$ cat src/rtl/core/bta_pkg.sv
// ----------------------------------------------------------------------------
// bta_pkg
// Shared types, constants and codes of the boundary tag heap allocator.
// ----------------------------------------------------------------------------
`default_nettype none

package bta_pkg;

  // heap geometry and list sizes
  localparam int HEAP_BYTES = 65536;
  localparam int LIST_SLOTS = 8;
  localparam int TAG_BYTES  = 16;

  // derived widths
  localparam int ADDR_W = $clog2(HEAP_BYTES);
  localparam int P_W    = ADDR_W + 1;
  localparam int SUM_W  = 18;
  localparam int CNT_W  = $clog2(LIST_SLOTS + 1);
  localparam int IDX_W  = (LIST_SLOTS > 1) ? $clog2(LIST_SLOTS) : 1;

  // fixed field widths
  localparam int SIZE_W = 16;
  localparam int REQ_W  = 17;
  localparam int OFF_W  = 16;
  localparam int THR_W  = 17;

  localparam logic [THR_W-1:0] THRESH_RESET = THR_W'(1000);

  // result status codes
  localparam logic [1:0] ST_DONE   = 2'd0;
  localparam logic [1:0] ST_FAIL   = 2'd1;
  localparam logic [1:0] ST_IGNORE = 2'd2;

  // request and result payloads
  typedef struct packed {
    logic             req_type;
    logic [REQ_W-1:0] req_size;
    logic [OFF_W-1:0] payload_offset;
  } req_t;

  typedef struct packed {
    logic [1:0]  status;
    logic [15:0] address;
  } rsp_t;

  // one header tag as held in the tag store
  typedef struct packed {
    logic              free;
    logic [SIZE_W-1:0] size;
  } tag_t;

  localparam int TAG_W = SIZE_W + 1;

  // datapath operations
  typedef enum logic [4:0] {
    DP_NOP,
    DP_INIT_WR,
    DP_LOAD,
    DP_LIST_RD,
    DP_IDX_INC,
    DP_WALK_INIT,
    DP_WALK_RD,
    DP_WALK_STEP,
    DP_CAPTURE,
    DP_DROP_P,
    DP_SPLIT_HEAD,
    DP_SPLIT_REM,
    DP_MARK_USED,
    DP_MERGE_PREV,
    DP_NEXT_RD,
    DP_MERGE_NEXT,
    DP_FREE_WR,
    DP_FREE_PUT
  } dp_op_t;

  typedef struct packed {
    dp_op_t     op;
    logic       res_valid;
    logic [1:0] res_status;
  } dp_cmd_t;

  typedef struct packed {
    logic is_free_req;
    logic size_bad;
    logic off_bad;
    logic idx_end;
    logic fit;
    logic p_end;
    logic chain_bad;
    logic at_target;
    logic past_target;
    logic rd_free;
    logic can_split;
    logic prev_merge;
    logic nx_in;
    logic nx_ok;
  } dp_stat_t;

  // controller states
  typedef enum logic [4:0] {
    S_INIT,
    S_IDLE,
    S_DECIDE,
    S_L_SCAN,
    S_L_WAIT,
    S_W_RD,
    S_W_WAIT,
    S_CLAIM_DROP,
    S_SPLIT_HEAD,
    S_SPLIT_REM,
    S_MARK_USED,
    S_F_RD,
    S_F_WAIT,
    S_F_PREV,
    S_F_NX_RD,
    S_F_NX_WAIT,
    S_F_WR,
    S_F_PUT
  } ctl_state_t;

endpackage

`default_nettype wire

$ cat src/rtl/core/bta_ctrl.sv
// ----------------------------------------------------------------------------
// bta_ctrl
// Allocator controller: sequences list scan, chain walk, split and merge.
// ----------------------------------------------------------------------------
`default_nettype none

module bta_ctrl (
  input  wire logic              clk,
  input  wire logic              rst,
  input  wire logic              start,
  input  wire bta_pkg::dp_stat_t stat,
  output      bta_pkg::dp_cmd_t  cmd,
  output      logic              busy
);

  bta_pkg::ctl_state_t state;
  bta_pkg::ctl_state_t state_next;

  // state register
  always_ff @(posedge clk) begin
    if (rst) begin
      state <= bta_pkg::S_INIT;
    end else begin
      state <= state_next;
    end
  end

  assign busy = rst || (state != bta_pkg::S_IDLE);

  // next state and commands
  always_comb begin
    state_next     = state;
    cmd.op         = bta_pkg::DP_NOP;
    cmd.res_valid  = 1'b0;
    cmd.res_status = bta_pkg::ST_DONE;
    case (state)
      bta_pkg::S_INIT: begin
        cmd.op     = bta_pkg::DP_INIT_WR;
        state_next = bta_pkg::S_IDLE;
      end
      bta_pkg::S_IDLE: begin
        if (start) begin
          cmd.op     = bta_pkg::DP_LOAD;
          state_next = bta_pkg::S_DECIDE;
        end
      end
      bta_pkg::S_DECIDE: begin
        if (stat.is_free_req) begin
          if (stat.off_bad) begin
            cmd.res_valid  = 1'b1;
            cmd.res_status = bta_pkg::ST_IGNORE;
            state_next     = bta_pkg::S_IDLE;
          end else begin
            cmd.op     = bta_pkg::DP_WALK_INIT;
            state_next = bta_pkg::S_F_RD;
          end
        end else if (stat.size_bad) begin
          cmd.res_valid  = 1'b1;
          cmd.res_status = bta_pkg::ST_FAIL;
          state_next     = bta_pkg::S_IDLE;
        end else begin
          state_next = bta_pkg::S_L_SCAN;
        end
      end
      // fast list scan
      bta_pkg::S_L_SCAN: begin
        if (stat.idx_end) begin
          cmd.op     = bta_pkg::DP_WALK_INIT;
          state_next = bta_pkg::S_W_RD;
        end else begin
          cmd.op     = bta_pkg::DP_LIST_RD;
          state_next = bta_pkg::S_L_WAIT;
        end
      end
      bta_pkg::S_L_WAIT: begin
        if (stat.fit) begin
          cmd.op     = bta_pkg::DP_CAPTURE;
          state_next = bta_pkg::S_CLAIM_DROP;
        end else begin
          cmd.op     = bta_pkg::DP_IDX_INC;
          state_next = bta_pkg::S_L_SCAN;
        end
      end
      // first-fit chain walk
      bta_pkg::S_W_RD: begin
        if (stat.p_end) begin
          cmd.res_valid  = 1'b1;
          cmd.res_status = bta_pkg::ST_FAIL;
          state_next     = bta_pkg::S_IDLE;
        end else begin
          cmd.op     = bta_pkg::DP_WALK_RD;
          state_next = bta_pkg::S_W_WAIT;
        end
      end
      bta_pkg::S_W_WAIT: begin
        if (stat.chain_bad) begin
          cmd.res_valid  = 1'b1;
          cmd.res_status = bta_pkg::ST_FAIL;
          state_next     = bta_pkg::S_IDLE;
        end else if (stat.fit) begin
          cmd.op     = bta_pkg::DP_CAPTURE;
          state_next = bta_pkg::S_CLAIM_DROP;
        end else begin
          cmd.op     = bta_pkg::DP_WALK_STEP;
          state_next = bta_pkg::S_W_RD;
        end
      end
      // claim the chosen block
      bta_pkg::S_CLAIM_DROP: begin
        cmd.op     = bta_pkg::DP_DROP_P;
        state_next = stat.can_split ? bta_pkg::S_SPLIT_HEAD : bta_pkg::S_MARK_USED;
      end
      bta_pkg::S_SPLIT_HEAD: begin
        cmd.op     = bta_pkg::DP_SPLIT_HEAD;
        state_next = bta_pkg::S_SPLIT_REM;
      end
      bta_pkg::S_SPLIT_REM: begin
        cmd.op        = bta_pkg::DP_SPLIT_REM;
        cmd.res_valid = 1'b1;
        state_next    = bta_pkg::S_IDLE;
      end
      bta_pkg::S_MARK_USED: begin
        cmd.op        = bta_pkg::DP_MARK_USED;
        cmd.res_valid = 1'b1;
        state_next    = bta_pkg::S_IDLE;
      end
      // free: find the block in the chain
      bta_pkg::S_F_RD: begin
        if (stat.p_end) begin
          cmd.res_valid  = 1'b1;
          cmd.res_status = bta_pkg::ST_IGNORE;
          state_next     = bta_pkg::S_IDLE;
        end else begin
          cmd.op     = bta_pkg::DP_WALK_RD;
          state_next = bta_pkg::S_F_WAIT;
        end
      end
      bta_pkg::S_F_WAIT: begin
        if (stat.chain_bad || (!stat.at_target && stat.past_target) ||
            (stat.at_target && stat.rd_free)) begin
          cmd.res_valid  = 1'b1;
          cmd.res_status = bta_pkg::ST_IGNORE;
          state_next     = bta_pkg::S_IDLE;
        end else if (stat.at_target) begin
          cmd.op     = bta_pkg::DP_CAPTURE;
          state_next = bta_pkg::S_F_PREV;
        end else begin
          cmd.op     = bta_pkg::DP_WALK_STEP;
          state_next = bta_pkg::S_F_RD;
        end
      end
      // coalesce with neighbours
      bta_pkg::S_F_PREV: begin
        if (stat.prev_merge) cmd.op = bta_pkg::DP_MERGE_PREV;
        state_next = bta_pkg::S_F_NX_RD;
      end
      bta_pkg::S_F_NX_RD: begin
        if (stat.nx_in) begin
          cmd.op     = bta_pkg::DP_NEXT_RD;
          state_next = bta_pkg::S_F_NX_WAIT;
        end else begin
          state_next = bta_pkg::S_F_WR;
        end
      end
      bta_pkg::S_F_NX_WAIT: begin
        if (stat.nx_ok) cmd.op = bta_pkg::DP_MERGE_NEXT;
        state_next = bta_pkg::S_F_WR;
      end
      bta_pkg::S_F_WR: begin
        cmd.op     = bta_pkg::DP_FREE_WR;
        state_next = bta_pkg::S_F_PUT;
      end
      bta_pkg::S_F_PUT: begin
        cmd.op        = bta_pkg::DP_FREE_PUT;
        cmd.res_valid = 1'b1;
        state_next    = bta_pkg::S_IDLE;
      end
      default: state_next = bta_pkg::S_IDLE;
    endcase
  end

endmodule

`default_nettype wire

$ cat config.mk
export PLATFORM = sky130hd
export DESIGN_NAME = bta_ctrl
export DESIGN_NICKNAME = d
export VERILOG_FILES = /design/src/rtl/core/bta_pkg.sv /design/src/rtl/core/bta_ctrl.sv
export SDC_FILE = /design/constraint.sdc
export NUM_CORES = 1
export LEC_CHECK = 0
export ABC_AREA = 1
export BUFFER_PORTS_ARGS = -buffer_cell sky130_fd_sc_hd__buf_2
export CAP_MARGIN = 0
export CORE_AREA = 2 2 56 58
export DETAILED_ROUTE_END_ITERATION = 12
export DIE_AREA = 0 0 58 60
export HOLD_SLACK_MARGIN = 0.03
export MAX_ROUTING_LAYER = met4
export PLACE_DENSITY = 0.57
export SLEW_MARGIN = 20
export SYNTH_ARGS = -nofsm -noshare
export SYNTH_HDL_FRONTEND = slang
export SYNTH_SLANG_ARGS = --single-unit
$ cat constraint.sdc
create_clock -name clk -period 2.7 [get_ports clk]
set_clock_uncertainty 0.2 [all_clocks]
set_input_delay 0.405 -clock clk [delete_from_list [all_inputs] [get_ports clk]]
set_output_delay 0.405 -clock clk [all_outputs]
set_load 0.05 [all_outputs]
After elaboration in Yosys (flattened, before gate mapping)
Index checks and enable logic that the tools add are counted.
Storage, ports and cells
  bits in registers: 5
  latch bits: 0
  bits in writable memories: 0
  ROM bits: 0
  input port bits: 17
  output and inout bits: 9
  word-level logic and storage cells: 67
  memories: 0
Cells by class
  add/subtract/negate cells: 0
  multiply operators: 0
  divide/modulo/power cells: 0
  magnitude comparators: 0
  eq/ne operators: 19
  shifts and indexed selects: 0
  muxes and demuxes: 38
  bitwise gates (word level): 0
  reduce and logical (&&, ||, !) cells: 9
Operators by type and width (count)
  5-bit one-hot mux with 17 select lines: 1
  5-bit one-hot mux with 14 select lines: 1
  5-bit by 4-bit equality test with 1-bit output, second input constant: 8
  4-bit 2-to-1 mux: 10
  3-bit 2-to-1 mux: 13
  5-bit 2-to-1 mux: 6
  5-bit by 3-bit equality test with 1-bit output, second input constant: 4
  5-bit by 2-bit equality test with 1-bit output, second input constant: 2
  5-bit equality test, second input constant: 2
  2-bit one-hot mux with 5 select lines: 1
  2-bit 2-to-1 mux: 4
  1-bit one-hot mux with 6 select lines: 1
  5-bit by 1-bit equality test with 1-bit output, second input constant: 1
  5-bit zero test: 1
  5-bit by 1-bit != test with 1-bit output, second input constant: 1
  1-bit logical OR: 3
  3-bit OR reduction: 1
  1-bit logical AND: 2
  2-bit != test, second input constant: 1
  2-bit OR reduction: 1
  1-bit zero test: 1
  1-bit 2-to-1 mux: 1

Longest topological paths before layout
Gate-level depths: netlist (run 1).
  depth after elaboration: 6
  gate-level depth with buffers: 12
  gate-level depth less buffers: 11

Worst setup path after synthesis (run 1)
No wires, ideal clock.
  path kind: register to output
  start point: register state[1]
  end point: output cmd[1] in the netlist's numbering
  data arrival time: 1810 ps
  required time: 2095 ps
  setup slack: 285 ps
  cell stages (with the launch flop): 6
  path buffers: 1
  path through: dfxtp_1 buf_2 nand2_1 nor2_1 nand2_1 o21ai_0
RTL lines
  start: declaration: line bta_ctrl.sv:16  | bta_pkg::ctl_state_t state;
  start signal: assignment: line bta_ctrl.sv:22  | state <= bta_pkg::S_INIT;
  start signal: assignment: line bta_ctrl.sv:24  | state <= state_next;
  end: declaration: line bta_ctrl.sv:12  | output bta_pkg::dp_cmd_t cmd,

==> results.yml, run 1 <==
layout:
  area_growth_pct: 23.9
  nets: 207
  layout_commonest_cell: "nand2_1"
  top_register: "state"
  largest_reg_flops: 5
  drive_above_1_share_pct: 17.5
  diodes: 0
  fillers: 346
  mostFrequentLayoutCells: "nand2_1 (51), nor2_1 (39), buf_2 (25), inv_1 (23), nand3_1 (17)"
  reg_top3: "state x5"
  multi_input_area_um2: 593
  regArea_um2: 100
cts:
  root_buffer: "clkbuf_4"
  insertion_delay_ns: 0.23
  clock_path_buffers: 2
  path_clk_slew_ns: 0.04
  htree_levels: 1
  cts_tree: "done"
  ctsHoldBuffers: 0
  cts.sinks: 5
  postCtsSetupRepairBufs: 0
  numCtsBuffers: 3
  postCtsResizedCells: 0
timing:
  max_freq_ghz: 0.416
  rsz0062_at_grt: "false"
  relSlewSlack_pct: 74.2
  finalCritPeriodShare_pct: 89.0
  fin_crit_ns: 2.40
  setup-tns-final_ns: 0
  finalSetupViolations: 0
  finalHoldViolations: 0
  worst_pin_slew_ns: 0.386
  slew_viol_final: 0
drt:
  vias: 1095
  wl_per_cell_um: 11.3
  drt_iter0_markers: 51
  wl_met1_mm: 1.16
  top_layer: "met4"
  post_drt_via_cell_ratio: 4.93
  routed_wl_mm: 2.50
  post-route-drc-count: 0
  drtAntennaViolNets: 0
  dr_wl_met2_mm: 1.19
  dr.pass1.iters: 5
  wl_met3_um: 139
floorplan:
  core_um2: 2900
  start_util_pct: 27.0
  core.rowCount: 20
  die_w_um: 58
  dieArea_um2: 3480
  dieHeight_um: 60
  ios: 26
global_routing:
  overflow: 0
  grt_pass1_vias: 963
  grt_max_degree: 12
  antenna_found_initial: 0
  grt_pass1_wl_mm: 4.16
  grt_util_all_layers_pct: 15.8
yosys:
  ys.flop_type: "dfxtp_1"
  async_reset_ff_share_pct: 0
  ys_types: 21
  ys_ff_latch: 5
  synth_area_per_cell_um2: 4.87
  synthCells: 161
  synth-edff-count: 0
  synth_nets: 178
  yosys_warnings: 0
  netlist_area_um2: 785
  yosysSeqAreaShare_pct: 12.8
placed_design:
  numPortBuffers: 25
  gp_congestion: 0.989
  dp_hpwl_mm: 2.17
critical_path:
  startpoint: "state[1]$_SDFFE_PP0P_"
  reg2reg_from: "state[4]$_SDFFE_PP0P_"
  path_cells: "nand3_1, nor2_1, nand2_1, nand2_1, nor2_1, nand3_1, buf_2"
  critPathRequiredTime_ns: 2.10
  slowest_delay_ns: 0.54
  crit_fanout: 11
  cpMaxStageDelayCell: "dfxtp_1"
  crit_arrival_ns: 1.80
  critical_path.top_delay_family: "simple AND/OR/NAND/NOR gates"
  critPathKind: "register to output port"
  end_kind: "output port"
  cp-start-kind: "register"
  cp_num_buf_inv: 1
hold_path:
  hold_start: "rst"
  hp-class: "primary input to register"
power_and_ir_drop:
  ir_worst_vdd_mv: 0.266
  p_total_w: 0.000458
  p_leak_nw: 0.596
  power_density_nw_per_um2: 471
status:
  outcome: "finished, final reports clean"
run:
  cap_violations: 0
==> worst register-to-register path, cell delays in order (launching register included) <==
cell and delay [ns]:
dfxtp_1 0.41, inv_1 0.17, nand3_1 0.16, nor2_1 0.08, inv_1 0.10, o21ai_0 0.09, nor3_1 0.28, nor2_1 0.07
==> logic make-up (layout without fill, tap and decap cells) <==
logic type | after synthesis | after routing | synth area share, %
flops | 5 | 5 | 12.8
buf+inv | 24 | 52 | 11.6
simple gates | 116 | 116 | 62.5
compound gates | 16 | 16 | 13.1
==> path summary, 6_finish.rpt <==
kind                                              end  slack, ns  cells after the start
worst max-delay path                           cmd[5]       0.30                      7
worst min-delay path            state[3]$_SDFFE_PP0P_       0.18                      2
worst max register to register  state[2]$_SDFFE_PP0P_       1.02                      7
worst min register to register  state[3]$_SDFFE_PP0P_       0.49                      4
==> through the flow <==
step                      util (%)  area [um^2]  setup slack [ns]  instances  hold slack [ns]
final                         33.5          972             0.296        222            0.184
after CTS                     33.5          972             0.293        222            0.183
after detailed placement      32.6          946             0.553        218            0.433
after global placement        32.6          946             0.540        218            0.428
after floorplan                  -          785             0.285        161            0.274
after global routing          33.5          972            0.0845        222            0.199
==> area by class of cell <==
| cell class | count | area share (%) |
|---|---|---|
| multi-input combinational | 132 | 61.0 |
| timing repair buffer | 25 | 12.9 |
| sequential | 5 | 10.3 |
| tap | 33 | 4.25 |
| clock buffer | 4 | 2.70 |
| inverter | 23 | 8.88 |
==> layer usage <==
metal	vias up	GRT usage (%)
met4	0	2.99
met3	3	2.60
met5	-	-
li1	572	-
met1	478	19.1
met2	42	27.8
==> cells in the mapped netlist (2+ instances only) <==
cell type	count	area share, %
nand2_1	51	24
nor2_1	39	19
inv_1	23	11
nand3_1	17	11
a21oi_1	5	3.2
dfxtp_1	5	13
a211oi_1	2	1.9
a31oi_1	2	1.6
nand4_1	2	1.6
nor2_4	2	2.9
nor3_1	2	1.3
o21ai_0	2	1.3
==> power breakdown <==
part | switching (W) | total (W) | internal, W
clock | 0.0000275 | 0.0000832 | 0.0000557
sequential | 0.0000187 | 0.000102 | 0.0000832
combinational | 0.000196 | 0.000273 | 0.0000767
total | 0.000242 | 0.000458 | 0.000216
Note: power is estimated with default switching activity, not from simulation.
==> inputs of run 2 (changes only) <==
--- a/config.mk
+++ b/config.mk
@@ -5,15 +5,14 @@
 export SDC_FILE = /design/constraint.sdc
 export NUM_CORES = 1
 export LEC_CHECK = 0
-export ABC_AREA = 1
 export BUFFER_PORTS_ARGS = -buffer_cell sky130_fd_sc_hd__buf_2
 export CAP_MARGIN = 0
-export CORE_AREA = 2 2 56 58
+export CORE_AREA = 3 3 61 63
 export DETAILED_ROUTE_END_ITERATION = 12
-export DIE_AREA = 0 0 58 60
+export DIE_AREA = 0 0 64 66
 export HOLD_SLACK_MARGIN = 0.03
 export MAX_ROUTING_LAYER = met4
-export PLACE_DENSITY = 0.57
+export PLACE_DENSITY = 0.55
 export SLEW_MARGIN = 20
 export SYNTH_ARGS = -nofsm -noshare
 export SYNTH_HDL_FRONTEND = slang
==> run 2 against run 1 <==
  * Cell count down 9.0%
  * First-iteration DRC count is 63% higher
  * Synthesized area is 14% higher
  * Sequential cell count stayed put
  * Register-to-register slack got worse by 0.26 ns
  * Combinational power fell by 58%
  * Largest power group unchanged
  * Highest routed layer unchanged
==> results.yml, run 2 <==
floorplan:
  core_um2: 3280
  ios: 26
  dieHeight_um: 66
  dieArea_um2: 4220
  start_util_pct: 27.3
  core.rowCount: 21
  die_w_um: 64
drt:
  drtAntennaViolNets: 0
  wl_per_cell_um: 15.6
  vias: 1142
  post_drt_via_cell_ratio: 5.65
  dr.pass1.iters: 4
  post-route-drc-count: 0
  drt_iter0_markers: 83
  routed_wl_mm: 3.14
timing:
  finalHoldViolations: 0
  setup-tns-final_ns: 0
  rsz0062_at_grt: "false"
  fin_crit_ns: 2.58
  finalCritPeriodShare_pct: 95.5
  finalSetupViolations: 0
  max_freq_ghz: 0.388
  slew_viol_final: 0
  worst_pin_slew_ns: 0.398
  relSlewSlack_pct: 73.4
yosys:
  synth_area_per_cell_um2: 7.00
  synth-edff-count: 0
  yosysMostFrequentCell: "a21oi_1"
  synthCells: 128
  yosysTopAreaCell: "dfxtp_1"
  synthTopCellsByArea: "dfxtp_1 (11%), a21oi_1 (9.5%), nand3b_1 (6.7%), o21bai_1 (4.2%), buf_2 (3.9%)"
  synthMuxAreaShare_pct: 2.37
  synthAdderAreaFrac_pct: 0
  synth_simple_gate_area_share_pct: 40.4
  synth_common_cells: "a21oi_1 (17), nand2_1 (8), nand3b_1 (8)"
  yosysSeqAreaShare_pct: 11.2
  synth_xor_xnor_area_share_pct: 0
  ys_ff_latch: 5
  synth_compound_area_share_pct: 37.2
  synth_top_family_by_area: "simple AND/OR/NAND/NOR gates"
  synth_nets: 145
  netlist_area_um2: 896
  ys_types: 46
  synth_top_area_share_pct: 11.2
  ys.flop_type: "dfxtp_1"
  yosys_warnings: 0
  async_reset_ff_share_pct: 0
placed_design:
  dp_hpwl_mm: 2.46
  numPortBuffers: 25
  placed_area_um2: 1100
  gp_congestion: 0.905
global_routing:
  overflow: 0
  antenna_found_initial: 0
  grt_pass1_wl_mm: 5.02
  grt_util_all_layers_pct: 15.1
  grt_max_degree: 18
  grt_pass1_vias: 1096
cts:
  htree_levels: 1
  root_buffer: "clkbuf_4"
  insertion_delay_ns: 0.24
  cts.sinks: 5
  cts_tree: "done"
  numCtsBuffers: 3
  ctsHoldBuffers: 0
  postCtsSetupRepairBufs: 0
  postCtsResizedCells: 0
  path_clk_slew_ns: 0.04
  clock_path_buffers: 2
critical_path:
  cp-start-kind: "register"
  critPathRequiredTime_ns: 2.10
  crit_fanout: 11
  critPathKind: "register to output port"
  crit_arrival_ns: 1.97
  end_kind: "output port"
layout:
  nets: 174
  layout_commonest_cell: "buf_2"
  mostFrequentLayoutCells: "buf_2 (25), a21oi_1 (17), buf_4 (10), nand3b_1 (8), nand2_1 (8)"
  top_register: "state"
  design_area_um2: 1150
  drive_above_1_share_pct: 32.1
  reg_top3: "state x5"
  area_growth_pct: 28.4
  diodes: 0
  largest_reg_flops: 5
hold_path:
  hp-class: "primary input to register"
status:
  outcome: "finished, final reports clean"
power_and_ir_drop:
  power_density_nw_per_um2: 250
  ir_worst_vdd_mv: 0.0643
  p_leak_nw: 0.441
run:
  cap_violations: 0
[run 2: cell count changes after synthesis, moves of 3 or more]
cell	before	now
nor4_1	0	3
nand3_1	17	5
nor2_1	39	7
buf_2	1	7
o21bai_1	0	5
or3b_1	0	3
nand2_1	51	8
nand3b_1	0	8
nand2b_1	0	4
a311oi_1	0	3
a21oi_1	5	17
nor3_1	2	6
inv_1	23	4
[run 2: layout make-up]
type	instances	area, um^2
repair buffers	35	200
clock buffers	4	26.3
well taps	46	57.6
inverters	5	18.8
flip-flops and latches	5	103
fillers	357	2130
multi-input cells	107	744
[run 2: stage by stage]
step | power, W | hold WS (ns) | util, % | cells | setup slack (ns)
floorplan | 0.000159 | 0.274 | - | 128 | 0.00373
global placement | 0.000198 | 0.411 | 33.5 | 198 | 0.349
detailed placement | 0.000198 | 0.415 | 33.5 | 198 | 0.293
CTS | 0.000287 | 0.161 | 34.3 | 202 | 0.0284
global route | 0.000302 | 0.170 | 35.0 | 202 | 0.00834
finish | 0.000287 | 0.161 | 35.0 | 202 | 0.122
[run 2: final timing paths]
path / start / endpoint / slack, ns / cells after the start
max: state[0]$_SDFFE_PP0P_ / cmd[6] / 0.12 / 5
min: rst / state[0]$_SDFFE_PP0P_ / 0.16 / 2
max reg2reg: state[3]$_SDFFE_PP0P_ / state[2]$_SDFFE_PP0P_ / 0.76 / 5
min reg2reg: state[4]$_SDFFE_PP0P_ / state[3]$_SDFFE_PP0P_ / 0.59 / 3
[run 2: layer usage]
metal / global-route usage (%) / vias to the layer above / share of wire [%]
li1: - / 549 / -
met1: 18.0 / 545 / 44
met2: 26.2 / 42 / 50
met3: 1.70 / 6 / 4.2
met4: 5.39 / 0 / 1.6
met5: - / - / 0
[run 2: cell families after synthesis]
logic type	Yosys count
and+or+nand+nor	58
DFF	5
buffers and inverters	16
AOI/OAI and AO/OA	47
muxes	2
[run 2: critical path: stages, from the launching register on]
cell and delay (ns):
dfxtp_1 0.42, or2_1 0.34, nor3_1 0.34, a21oi_1 0.17, o211ai_1 0.14, buf_2 0.30
[run 2: power by group]
group,internal (W),switching [W]
logic,0.0000414,0.0000746
clock network,0.0000560,0.0000320
registers,0.0000766,0.00000705
total,0.000174,0.000114
==> inputs of run 3 (changes only) <==
--- a/config.mk
+++ b/config.mk
@@ -13,6 +13,7 @@
 export HOLD_SLACK_MARGIN = 0.03
 export MAX_ROUTING_LAYER = met4
 export PLACE_DENSITY = 0.55
+export RECOVER_POWER = 25
 export SLEW_MARGIN = 20
 export SYNTH_ARGS = -nofsm -noshare
 export SYNTH_HDL_FRONTEND = slang
==> run 3 against run 2 <==
  * Die area did not move
  * Via count did not move
  * Total power barely moved
  * Core utilization fell by 0.11 points
  * Sequential share of layout area barely moved
  * Cell count did not move
  * Sequential cell count did not move
  * Setup slack barely moved
  * Global-route usage did not move
  * Routed wire length barely moved
  * Sequential power barely moved
  * Register-to-register slack got worse by 0.16 ns
  * Critical path type unchanged
  * Largest cell class unchanged
  * Highest routed layer unchanged
==> results.yml, run 3 (synthesized netlist as in run 2, its figures left out) <==
timing:
  finalSetupViolations: 0
  relSlewSlack_pct: 73.4
  finalHoldViolations: 0
  worst_pin_slew_ns: 0.398
  max_freq_ghz: 0.388
  slew_viol_final: 0
  rsz0062_at_grt: "false"
  fin_crit_ns: 2.58
  setup-tns-final_ns: 0
  finalCritPeriodShare_pct: 95.5
floorplan:
  core_um2: 3280
  start_util_pct: 27.3
  die_w_um: 64
  ios: 26
  dieArea_um2: 4220
  core.rowCount: 21
  dieHeight_um: 66
cts:
  postCtsResizedCells: 0
  htree_levels: 1
  root_buffer: "clkbuf_4"
  clock_path_buffers: 2
  cts_tree: "done"
  path_clk_slew_ns: 0.04
  insertion_delay_ns: 0.24
  cts.sinks: 5
  postCtsSetupRepairBufs: 0
  numCtsBuffers: 3
  ctsHoldBuffers: 0
power_and_ir_drop:
  p_leak_nw: 0.436
  power_density_nw_per_um2: 251
  ir_worst_vdd_mv: 0.0643
drt:
  vias: 1142
  drtAntennaViolNets: 0
  post-route-drc-count: 0
  dr.pass1.iters: 4
  wl_per_cell_um: 15.5
  drt_iter0_markers: 83
  routed_wl_mm: 3.14
  post_drt_via_cell_ratio: 5.65
critical_path:
  critPathKind: "register to output port"
  path_cells: "or2_1, nor3_1, a21oi_1, o211ai_1, buf_2"
  regToRegEndpoint: "state[2]$_SDFFE_PP0P_"
  crit_fanout: 11
  critical_path.top_delay_family: "simple AND/OR/NAND/NOR gates"
  reg2reg_from: "state[3]$_SDFFE_PP0P_"
  cpMaxStageDelayCell: "dfxtp_1"
  cp_num_buf_inv: 1
  crit_arrival_ns: 1.97
  end_kind: "output port"
  reg2reg_depth: 5
  cp-start-kind: "register"
  slowest_delay_ns: 0.42
  critPathRequiredTime_ns: 2.10
  cp.depth: 5
  r2r_setup_slack_ns: 0.60
global_routing:
  grt_pass1_vias: 1096
  antenna_found_initial: 0
  grt_pass1_wl_mm: 5.02
  grt_util_all_layers_pct: 15.1
  overflow: 0
  grt_max_degree: 18
run:
  cap_violations: 0
layout:
  layout_commonest_cell: "buf_2"
  top_register: "state"
  largest_reg_flops: 5
  mostFrequentLayoutCells: "buf_2 (25), a21oi_1 (17), buf_4 (9), nand3b_1 (8), nand2_1 (8)"
  drive_above_1_share_pct: 31.4
  fillers: 359
  fin_cells: 202
  nets: 174
  design_area_um2: 1150
  area_growth_pct: 27.9
  reg_top3: "state x5"
  diodes: 0
hold_path:
  holdPathEnd: "state[0]$_SDFFE_PP0P_"
  hp-class: "primary input to register"
  hold_depth: 2
  hold_start: "rst"
placed_design:
  gp_congestion: 0.905
  dp_hpwl_mm: 2.46
  dp.cells: 198
  numPortBuffers: 25
  placed_area_um2: 1100
status:
  outcome: "finished, final reports clean"
run 3: cell count changes in the layout (fill, tap and decap cells not counted):
cell	before	now
buf_4	10	9
clkbuf_1	1	2
run 3: per-stage QoR:
stage / hold slack [ns] / setup WS (ns) / utilization, % / power [W]
after floorplan: 0.274 / 0.00373 / - / 0.000159
final: 0.161 / 0.122 / 34.9 / 0.000287
after global routing: 0.170 / 0.00834 / 34.9 / 0.000302
after global placement: 0.411 / 0.349 / 33.5 / 0.000198
after detailed placement: 0.415 / 0.293 / 33.5 / 0.000198
after CTS: 0.161 / 0.0284 / 34.3 / 0.000287
run 3: cell type report:
cell class	instances	area [um^2]	area share [%]
flip-flops and latches	5	103	8.95
inverters	5	18.8	1.64
repair buffers	35	196	17.1
clock buffers	4	26.3	2.29
well taps	46	57.6	5.02
multi-input cells	107	744	65.0
run 3: worst max path at each step:
| stage | startpoint | slack [ns] | end |
|---|---|---|---|
| floorplan | state[2]$_SDFFE_PP0P_ | 0.004 | cmd[0] |
| detailed placement | state[2]$_SDFFE_PP0P_ | 0.29 | cmd[5] |
| finish | state[0]$_SDFFE_PP0P_ | 0.12 | cmd[6] |
| global route | state[0]$_SDFFE_PP0P_ | 0.008 | cmd[5] |
| CTS | state[2]$_SDFFE_PP0P_ | 0.03 | cmd[5] |
| global placement | state[2]$_SDFFE_PP0P_ | 0.35 | cmd[5] |
run 3: where the power goes:
| part | internal [W] | switching, W | leakage, nW |
|---|---|---|---|
| Clock | 0.0000560 | 0.0000320 | 0.0150 |
| Sequential | 0.0000766 | 0.00000705 | 0.0417 |
| Combinational | 0.0000413 | 0.0000746 | 0.380 |
| Total | 0.000174 | 0.000114 | 0.436 |
run 3: per-layer routing:
metal  wire, um  share of wire, %  track usage (%)
met1       1390                44             18.0
met2       1560                50             26.2
met3        132               4.2             1.70
met4         50               1.6             5.39
met5          0                 0                -
